`config.mk`:
```
export PLATFORM = sky130hd
export DESIGN_NAME = modular_inverse_ext_euclid
export DESIGN_NICKNAME = d
export VERILOG_FILES = /design/src/rtl/modinv_pkg.sv /design/src/rtl/modinv_dp.sv /design/src/rtl/modinv_ctrl.sv /design/src/rtl/modular_inverse_ext_euclid.sv
export SDC_FILE = /design/constraint.sdc
export NUM_CORES = 2
export LEC_CHECK = 0
export BUFFER_PORTS_ARGS = -buffer_cell sky130_fd_sc_hd__buf_4
export CAP_MARGIN = 20
export CORE_ASPECT_RATIO = 1.4
export CORE_MARGIN = 2
export CORE_UTILIZATION = 25
export CTS_BUF_LIST = sky130_fd_sc_hd__clkbuf_16
export CTS_CLUSTER_SIZE = 30
export DETAILED_ROUTE_END_ITERATION = 10
export SLEW_MARGIN = 15
export SYNTH_ARGS = -nofsm -noshare
export SYNTH_HDL_FRONTEND = slang
export SYNTH_SLANG_ARGS = --single-unit
export TNS_END_PERCENT = 5
```
`constraint.sdc`:
```
create_clock -name clk -period 17.3 [get_ports clk]
set_input_delay 3.46 -clock clk [delete_from_list [all_inputs] [get_ports clk]]
set_output_delay 3.46 -clock clk [all_outputs]
set_load 0.02 [all_outputs]
```
`src/rtl/modinv_pkg.sv`:
```
// Shared types and constants of the modular inverse block.
// No dependencies; used by every module under rtl.
`default_nettype none
package modinv_pkg;
	localparam int PRIME_W   = 31;  // width of each prime input
	localparam int EXP_W     = 62;  // width of the exponent input
	localparam int OUT_W     = 62;  // width of the inverse output
	localparam int MOD_W_DEF = 62;  // default modulus width
	localparam int COEF_W    = 64;  // Bezout coefficient and dividend width
	localparam int CNT_W     = $clog2(COEF_W);

	// commands from the controller to the datapath
	typedef struct packed {
		logic load;          // capture the input beat
		logic mul;           // form phi and seed the Euclid registers
		logic div_init_euc;  // start dividing hi by lo
		logic div_init_red;  // start reducing the coefficient modulo phi
		logic div_step;      // one quotient bit
		logic euc_upd;       // rotate remainders and coefficients
		logic out_load;      // load the result register
	} cmd_t;

	// status from the datapath to the controller
	typedef struct packed {
		logic lo_zero;
		logic fail;
	} sts_t;
endpackage
`default_nettype wire

```
`src/rtl/modinv_dp.sv`:
```
// Datapath: phi multiplier, shared bit-serial divider, Bezout coefficients.
// Depends on modinv_pkg; driven by modinv_ctrl through cmd_t.
`default_nettype none
module modinv_dp import modinv_pkg::*; #(
	parameter int MOD_WIDTH = MOD_W_DEF
) (
	input  wire logic               clk,
	input  wire logic [PRIME_W-1:0] prime_p,
	input  wire logic [PRIME_W-1:0] prime_q,
	input  wire logic [EXP_W-1:0]   exponent,
	input  wire cmd_t               cmd,
	output sts_t                    sts,
	output logic [OUT_W-1:0]        inverse,
	output logic                    no_inverse
);
	localparam int W = MOD_WIDTH;

	logic [PRIME_W-1:0]   pm1_q, qm1_q;
	logic [W-1:0]         e_q, phi_q, hi_q, lo_q, rem_q, sor_q;
	logic                 ezero_q, neg_q;
	logic [COEF_W-1:0]    t0_q, t1_q, m_q, dvd_q;
	logic [2*PRIME_W-1:0] prod;
	logic [W:0]           trial, diff;
	logic                 ge;
	logic [W-1:0]         red_val;

	assign prod  = pm1_q * qm1_q;
	assign trial = {rem_q, dvd_q[COEF_W-1]};
	assign diff  = trial - {1'b0, sor_q};
	assign ge    = trial >= {1'b0, sor_q};

	assign sts.lo_zero = (lo_q == '0);
	assign sts.fail    = (phi_q == '0) || ezero_q || (hi_q != W'(1));

	// fold a negative coefficient back into 0..phi-1
	assign red_val = !neg_q ? rem_q : ((rem_q == '0) ? '0 : phi_q - rem_q);

	always_ff @(posedge clk) begin
		if (cmd.load) begin
			pm1_q   <= (prime_p == '0) ? '0 : prime_p - PRIME_W'(1);
			qm1_q   <= (prime_q == '0) ? '0 : prime_q - PRIME_W'(1);
			e_q     <= exponent[W-1:0];
			ezero_q <= (exponent[W-1:0] == '0);
		end
		if (cmd.mul) begin
			phi_q <= prod[W-1:0];
			hi_q  <= prod[W-1:0];
			lo_q  <= e_q;
			t0_q  <= '0;
			t1_q  <= COEF_W'(1);
		end
		if (cmd.div_init_euc) begin
			dvd_q <= COEF_W'(hi_q);
			sor_q <= lo_q;
			rem_q <= '0;
			m_q   <= '0;
		end
		if (cmd.div_init_red) begin
			dvd_q <= t0_q[COEF_W-1] ? '0 - t0_q : t0_q;
			neg_q <= t0_q[COEF_W-1];
			sor_q <= phi_q;
			rem_q <= '0;
			m_q   <= '0;
		end
		if (cmd.div_step) begin
			rem_q <= ge ? diff[W-1:0] : trial[W-1:0];
			dvd_q <= dvd_q << 1;
			// accumulate quotient * t1 one quotient bit at a time
			m_q   <= (m_q << 1) + (ge ? t1_q : '0);
		end
		if (cmd.euc_upd) begin
			hi_q <= lo_q;
			lo_q <= rem_q;
			t0_q <= t1_q;
			t1_q <= t0_q - m_q;
		end
		if (cmd.out_load) begin
			inverse    <= sts.fail ? '0 : OUT_W'(red_val);
			no_inverse <= sts.fail;
		end
	end
endmodule
`default_nettype wire

```
`src/rtl/modinv_ctrl.sv`:
```
// Controller: sequences setup, Euclid steps, final reduction and output.
// Depends on modinv_pkg; commands modinv_dp through cmd_t.
`default_nettype none
module modinv_ctrl import modinv_pkg::*; (
	input  wire logic clk,
	input  wire logic arst_n,
	input  wire logic in_valid,
	output logic      in_ready,
	output logic      out_valid,
	input  wire logic out_ready,
	input  wire sts_t sts,
	output cmd_t      cmd
);
	localparam logic [2:0] S_IDLE  = 3'd0;
	localparam logic [2:0] S_MUL   = 3'd1;
	localparam logic [2:0] S_CHECK = 3'd2;
	localparam logic [2:0] S_DIVE  = 3'd3;
	localparam logic [2:0] S_UPD   = 3'd4;
	localparam logic [2:0] S_FIN   = 3'd5;
	localparam logic [2:0] S_DIVR  = 3'd6;
	localparam logic [2:0] S_OUT   = 3'd7;
	localparam logic [CNT_W-1:0] CNT_LAST = CNT_W'(COEF_W - 1);

	logic [2:0]       state_q, state_d;
	logic [CNT_W-1:0] cnt_q;
	logic             out_free;

	assign in_ready = (state_q == S_IDLE);
	assign out_free = !out_valid || out_ready;

	always_comb begin
		state_d = state_q;
		cmd     = '0;
		unique case (state_q)
			S_IDLE: begin
				cmd.load = in_valid;
				if (in_valid) state_d = S_MUL;
			end
			S_MUL: begin
				cmd.mul = 1'b1;
				state_d = S_CHECK;
			end
			S_CHECK: begin
				if (sts.lo_zero) state_d = S_FIN;
				else begin
					cmd.div_init_euc = 1'b1;
					state_d = S_DIVE;
				end
			end
			S_DIVE: begin
				cmd.div_step = 1'b1;
				if (cnt_q == CNT_LAST) state_d = S_UPD;
			end
			S_UPD: begin
				cmd.euc_upd = 1'b1;
				state_d = S_CHECK;
			end
			S_FIN: begin
				if (sts.fail) state_d = S_OUT;
				else begin
					cmd.div_init_red = 1'b1;
					state_d = S_DIVR;
				end
			end
			S_DIVR: begin
				cmd.div_step = 1'b1;
				if (cnt_q == CNT_LAST) state_d = S_OUT;
			end
			S_OUT: begin
				// hold until the previous result has left
				cmd.out_load = out_free;
				if (out_free) state_d = S_IDLE;
			end
			default: state_d = S_IDLE;
		endcase
	end

	always_ff @(posedge clk or negedge arst_n) begin
		if (!arst_n) begin
			state_q   <= S_IDLE;
			cnt_q     <= '0;
			out_valid <= 1'b0;
		end else begin
			state_q <= state_d;
			cnt_q   <= cmd.div_step ? cnt_q + CNT_W'(1) : '0;
			if (cmd.out_load) out_valid <= 1'b1;
			else if (out_ready) out_valid <= 1'b0;
		end
	end
endmodule
`default_nettype wire

```
`src/rtl/modular_inverse_ext_euclid.sv`:
```
// Top level of the modular inverse block: controller plus datapath.
// Depends on modinv_pkg, modinv_ctrl and modinv_dp.
//
// Computes d = e^-1 mod phi with phi = (p-1)(q-1), by the extended Euclidean
// algorithm, for RSA key setup. p and q below two count as one, so phi is 0.
// no_inverse is set, and inverse reads 0, when phi or e is zero or when
// gcd(e, phi) is not 1. One beat is taken at a time; in_ready is high only
// while the block is idle, and a finished result waits in an output register
// so the next beat can be accepted while it is pending. A run has setup (load
// and multiply), then a series of Euclid steps, each a check, a division by
// one shared restoring divider that makes one quotient bit a cycle over a
// 64-bit dividend, and an update; then one more check that finds the lower
// remainder zero, the final reduction modulo phi (skipped when no inverse
// exists), and the load of the output, which waits while an earlier result
// is still pending. A Euclid run takes at most about 1.44*MOD_WIDTH+2 steps,
// and typical keys need far fewer. The quotient times the coefficient is
// built alongside the division bit by bit, so there is no wide multiplier
// beyond the single 31x31 product that forms phi.
`default_nettype none
module modular_inverse_ext_euclid import modinv_pkg::*; #(
	parameter int MOD_WIDTH = MOD_W_DEF
) (
	input  wire logic               clk,
	input  wire logic               arst_n,
	input  wire logic               in_valid,
	output logic                    in_ready,
	input  wire logic [PRIME_W-1:0] prime_p,
	input  wire logic [PRIME_W-1:0] prime_q,
	input  wire logic [EXP_W-1:0]   exponent,
	output logic                    out_valid,
	input  wire logic               out_ready,
	output logic [OUT_W-1:0]        inverse,
	output logic                    no_inverse
);
	cmd_t cmd;
	sts_t sts;

	modinv_ctrl u_ctrl (
		.clk       (clk),
		.arst_n    (arst_n),
		.in_valid  (in_valid),
		.in_ready  (in_ready),
		.out_valid (out_valid),
		.out_ready (out_ready),
		.sts       (sts),
		.cmd       (cmd)
	);

	modinv_dp #(.MOD_WIDTH(MOD_WIDTH)) u_dp (
		.clk        (clk),
		.prime_p    (prime_p),
		.prime_q    (prime_q),
		.exponent   (exponent),
		.cmd        (cmd),
		.sts        (sts),
		.inverse    (inverse),
		.no_inverse (no_inverse)
	);

	// a failed inversion always reports zero
	a_fail_zero: assert property (@(posedge clk) disable iff (!arst_n)
		out_valid && no_inverse |-> inverse == '0)
		else $error("inverse not zero on failure");

	// an accepted beat makes the block busy for the next cycle
	a_busy: assert property (@(posedge clk) disable iff (!arst_n)
		in_valid && in_ready |=> !in_ready)
		else $error("second beat taken while busy");

	// a pending result is not dropped
	a_hold: assert property (@(posedge clk) disable iff (!arst_n)
		out_valid && !out_ready |=> out_valid)
		else $error("pending result dropped");
endmodule
`default_nettype wire
```
# Yosys cells after proc, flatten, opt, wreduce, memory -nomap -nowiden
# Cells that the tools add are included.
# classes
addsub,8
n_mul,1
n_lt_le_gt_ge,1
eq_ne,13
n_mux,43
reduce_logical,18
# op_table
cell,n
$mux 64,12
$mux 62,12
$logic_not 62->1,4
$sub 62x62->62,2
$add 64x64->64,1
$sub 1x64->64 const A,1
$sub 64x64->64,1
$ge 63x62->1,1
$logic_not 31->1,2
$mul 31x31->62,1
$ne 62x1->1 const B,1
$sub 31x1->31 const B,2
$pmux 3 s7,1
$mux 3,5
$eq 3x3->1 const B,4
$mux 1,12
$add 6x1->6 const B,1
$eq 3x2->1 const B,2
$eq 6x6->1 const B,1
$mux 6,1
$ne 2x1->1 const B,3
$reduce_bool 2->1,3
$reduce_and 4->1,1
$reduce_or 2->1,2
other kinds (6),8
# totals
ff_bits,765
in_bits,128
wordCells,104

# Depth between registers and ports, before layout
# depth
ltp_word,7
ltp_mapped,28

# Cells and area by module
# From an unflattened synthesis, not the netlist that was laid out.
# unflattened
cells_unflattened,8229
area_unflattened_um2,78923.2
# modules_own_cells
mod,n_inst,cells_each,area_each_um2,seq_area_each_um2
modinv_dp,1,8168,78367.7,22661.7
modinv_ctrl,1,61,555.5,250.2

# Least setup slack after synthesis
# Ideal clock, no wire load.
# synth_path
path_type,reg-to-reg
startpoint,register u_ctrl.state_q[2]
endpoint,"register u_dp.hi_q[0], enable pin"
setup_time_ns,0.896
t_arrival_ns,11.846
t_required_ns,16.404
slack_ns,4.558
path_stages_with_launch,4
period_less_slack_ns,12.742
cell_sequence,dfrtp_1 clkbuf_1 xor2_1 nor2b_1
# synth_via
elab_chain_cells,3
word_cells_on_any_way,5
cone_classes,eq/ne (2); mux (2); reduce/logical (1)
# synth_rtl
item,line,text
start: declaration,modinv_ctrl.sv:24,"logic [2:0] state_q, state_d;"
start signal: assignment,modinv_ctrl.sv:84,state_q <= state_d;
$eq 3x3->1 or $eq 3x1->1 (tied branches),modinv_ctrl.sv:34,unique case (state_q)
$mux 1,modinv_ctrl.sv:34,
$reduce_bool 2->1 (no source line) *,--,
end signal: assignment,modinv_dp.sv:47,hi_q <= prod[W-1:0];
end signal: assignment,modinv_dp.sv:72,hi_q <= lo_q;
end: declaration,modinv_dp.sv:19,"logic [W-1:0] e_q, phi_q, hi_q, lo_q, rem_q, sor_q;"
# Mark *: on every way between the ends. The rest lies on a longest branch, timed or not.
# A chain may end at the register's enable or synchronous reset.

# Worst setup path after layout
# layout_path
startpoint,register u_dp.qm1_q[4]
endpoint,"register u_dp.hi_q[51], data pin"
# layout_via
elab_chain_cells,3
# layout_rtl
item,line,text
start: declaration,modinv_dp.sv:18,"logic [PRIME_W-1:0] pm1_q, qm1_q;"
start signal: assignment,modinv_dp.sv:41,qm1_q <= (prime_q == '0) ? '0 : prime_q - PRIME_W'(1);
$mul 31x31->62,modinv_dp.sv:27,assign prod = pm1_q * qm1_q;
net u_dp.prod[51],modinv_dp.sv:22,logic [2*PRIME_W-1:0] prod;
$mux 62,modinv_dp.sv:45,if (cmd.mul) begin
$mux 62,modinv_dp.sv:71,if (cmd.euc_upd) begin
# The timed path passes the listed nets, and every way through them passes these cells. The select of a mux whose other input is x is not followed.

==> metrics.md <==
| Metric | Value |
|---|---|
| # H-tree levels | `3` |
| Die Footprint | `0.320 sq mm` |
| Clock-pin slew on the worst setup and hold paths | `0.06 ns` |
| I/O Buffers | `192` |
| Final WL | `277,000 um` |
| Hold path depth | `1` |
| Hold_buf cts | `0` |
| Starting DRT DRC Count | `4,763` |
| Worst setup path class | `register to register` |
| Syn nets | `9,909` |
| Grt ovf | `0` |
| Post-route minimum period | `8.59 ns` |
| Crit path DAT | `around 9.1 ns` |
| Max-Cap Viols | `0` |
| Number of distinct library cells after synthesis | `91` |
| Fin crit share | `just under 50%` |
| Cells after synthesis | `8,433` |
| Hold crit path type | `register to register` |
| Drt wl/cell | `21.9 um` |
| Via density per instance | `4.89` |
| Post-DP HPWL | `214,000 um` |
| Pre-Repair DR Iteration Count | `5` |
| Mapped Area | `0.0789 sq mm` |
| Worst r2r src | `u_dp.qm1_q[4]$_SDFFCE_PN0P_` |
| CP cell instances | `and2_1 -> fa_1 -> fa_1 -> fa_1 -> inv_1 -> fa_1 -> inv_1 -> fa_1 -> inv_1 -> fa_1 -> inv_1 -> fa_1 -> fa_1 -> ha_1 -> and3_1 -> a221o_1 -> a211o_1 -> a21boi_0 -> o31ai_1 -> a31oi_1 -> o21ai_0 -> xor2_1 -> mux2_2` |
| Slowest cell on crit path | `edfxtp_1` |
| Hold path endpoint | `u_ctrl.cnt_q[0]$_DFF_PN0_` |
| GR Layer Usage met3 | `2.91%` |
| GR peak layer | `met2` |
| Vias in the first global route | `63,700` |
| Status | `completed` |
| Die width | `479 um` |
| Area grow syn2layout | `11.7%` |
| Clk_lat worst skew | `0.77 ns` |
| Final antenna-violating net count | `0` |
| Crit end category | `register` |
| Clock Root Buffer | `clkbuf_16` |
| Tightest Pin Transition | `1.13 ns` |
| Nets | `~10,000` |
| Die Y-Extent | `669 um` |
| Layout cell share with drive strength beyond 1 | `6.24%` |
| RSZ-0062 raised after global routing | `false` |
| Asr flop ratio synth | `roughly 1.3%` |
| Fmax | `between 100 and 150 MHz` |
| Max-Slew Margin vs Limit | `23.0%` |
| CP max stage delay | `1.03 ns` |
| Post-CTS Setup Repair Bufs | `0` |
| Hold Startpoint | `u_ctrl.cnt_q[0]$_DFF_PN0_` |
| Most frequent cells in the layout | `1,167 x nand2_1, 1,074 x inv_1, 841 x fa_1` |
| Placement row count | `244` |
| CTS Buffer Depth | `3` |
| Gpl congestion | `between 0.9 and 1` |
| CP most frequent cell | `fa_1` |
| Routed vias | `61,900` |
| CTS tree | `done` |
| First-pass GRT wire length | `411,000 um` |
| EDFF count, synth | `754` |
| Element type at the critical path start | `register` |
| Initial Utilization | `25.1%` |
| Clock skew | `0.0624 ns` |
| Final setup violating endpoints | `0` |
| Largest net degree at the start of global routing | `133` |
| Clock sink total | `765` |
| Initial antenna violation count | `30` |
| Overall routing resource usage | `17.0%` |
| TNS Setup | `0 ns` |
| Reg2Reg Setup Slack | `just under 9 ns` |
| Register bit total from synthesis | `765` |
| Post-synthesis sequential area ratio | `29.0%` |
| Post-synth top flop | `edfxtp_1` |
| GR Util met1 | `20.2%` |
| R2r worst-path depth | `23` |
| Met2 Usage GRT | `29.2%` |
| Drt drc | `0` |
| Core area | `0.315 sq mm` |
| CTS Buf Count | `92` |
| Top Ports | `a little under 200` |
| Final Hold Vio Count | `0` |
| Post-CTS Resized | `0` |
| Average cell area after synthesis | `~9.4 sq um` |
| Crit-path max FO | `31` |
| R2R Path End | `u_dp.hi_q[51]$_DFFE_PP_` |
| Yosys warns | `0` |
| Commonest non-fill, non-tap cell in the layout | `nand2_1` |
| CP required | `17.77 ns` |
| Slew Viols, Final | `0` |
==> kinds of logic after synthesis <==
family	after synthesis	share of synthesized area, %
AO/OA/AOI/OAI	1502	12.0
XOR/XNOR	374	4.15
adder cells (fa/ha/maj)	1348	29.4
buffers and inverters	1503	7.17
flip-flops	765	29.0
multiplexers	37	0.508
AND/OR/NAND/NOR	2904	17.8
==> cells in the mapped netlist, types with 10 or more instances <==
cell type / instances / area [sq um]
nand2_1: 1169 / 4390
inv_1: 1061 / 3980
fa_1: 841 / 16800
edfxtp_1: 754 / 22600
and2_1: 658 / 4120
ha_1: 507 / 6340
a21oi_1: 456 / 2280
nor2_1: 455 / 1710
clkbuf_1: 421 / 1580
o21ai_0: 338 / 1690
xnor2_1: 217 / 1900
a21o_1: 190 / 1430
xor2_1: 157 / 1380
nor4_1: 106 / 663
nand3_1: 103 / 515
nand4_1: 98 / 613
nor3_1: 86 / 430
o21bai_1: 66 / 495
a22oi_1: 56 / 420
and3_1: 50 / 313
a211oi_1: 49 / 368
a31oi_1: 49 / 307
o31ai_1: 39 / 293
or3_1: 34 / 213
o21a_1: 31 / 233
nor2b_1: 29 / 181
nand2b_1: 28 / 175
o21ai_1: 28 / 140
o211ai_1: 26 / 195
mux2_2: 23 / 259
or4_1: 23 / 173
a21boi_0: 19 / 143
o41ai_1: 17 / 149
a2bb2oi_1: 14 / 123
or2_2: 14 / 87.6
mux2i_1: 13 / 130
o221ai_1: 13 / 114
a211o_1: 11 / 96.3
a221o_1: 10 / 100
buf_2: 10 / 50.1
dfrtp_1: 10 / 250
o31a_1: 10 / 87.6
==> worst max-delay path: cells and delay by family, from the launching register on <==
kind                       cells  cell delay, ns
adders and majority gates      9            4.24
and+or+nand+nor                2            0.47
AOI/OAI and AO/OA              6            1.91
xor gates and xnor gates       1            0.18
DFF                            1            1.03
muxes                          1            0.27
buffers and inverters          4            0.21
==> per-stage QoR <==
step           std cells  hold WS [ns]  worst slack [ns]  instance area [sq um]  util [%]
2_1_floorplan       8433         0.446              4.56                  78900         -
3_3_place_gp       12500         0.478              8.79                  84800      27.0
3_5_place_dp       12500         0.480              8.73                  84900      27.0
4_1_cts            12600         0.488              8.72                  88100      28.0
5_1_grt            12700         0.524              8.44                  88100      28.0
6_report           12700         0.487              8.71                  88100      28.0
==> layout make-up <==
class	count	area, sq um
diodes	11	27.5
clock buffers	92	2300
clock inverters	76	921
fillers	33300	227000
inverters	1063	3990
multi-input cells	6165	50500
flip-flops and latches	765	22900
well taps	4182	5230
repair buffers	301	2290
==> how the worst max path moves through the flow <==
stage / startpoint / to / slack, ns / cells after the start
final: u_dp.qm1_q[4]$_SDFFCE_PN0P_ / u_dp.hi_q[51]$_DFFE_PP_ / 8.71 / 23
after global routing: u_dp.qm1_q[4]$_SDFFCE_PN0P_ / u_dp.hi_q[52]$_DFFE_PP_ / 8.44 / 23
after CTS: u_dp.qm1_q[5]$_SDFFCE_PN0P_ / u_dp.hi_q[51]$_DFFE_PP_ / 8.72 / 23
after detailed placement: u_dp.qm1_q[5]$_SDFFCE_PN0P_ / u_dp.hi_q[51]$_DFFE_PP_ / 8.73 / 23
after global placement: u_dp.qm1_q[6]$_SDFFCE_PN0P_ / u_dp.hi_q[59]$_DFFE_PP_ / 8.79 / 23
after floorplan: u_ctrl.state_q[2]$_DFFE_PN0P_ / u_dp.hi_q[0]$_DFFE_PP_ / 4.56 / 3
==> state kept, by name, indices dropped and copies added, names as in the netlist, 6 cells and up <==
name,count
u_dp.inverse,62
u_dp.qm1_q,31
u_dp.e_q,62
u_dp.lo_q,62
u_dp.pm1_q,31
u_dp.t1_q,64
u_dp.sor_q,62
u_dp.rem_q,62
u_dp.hi_q,62
u_dp.t0_q,64
u_dp.dvd_q,64
u_ctrl.cnt_q,6
u_dp.m_q,64
u_dp.phi_q,62
==> routing by layer <==
| metal | vias up | part of all wire, % |
|---|---|---|
| met1 | 30900 | 39 |
| met4 | 18 | 5.7 |
| met2 | 2303 | 48 |
| met3 | 584 | 7.2 |
| li1 | 28100 | - |
| met5 | - | 0.048 |
Power is left out: the tool's default activity adds up to more than one toggle a clock period on the data nets, which glitch-free logic cannot reach.
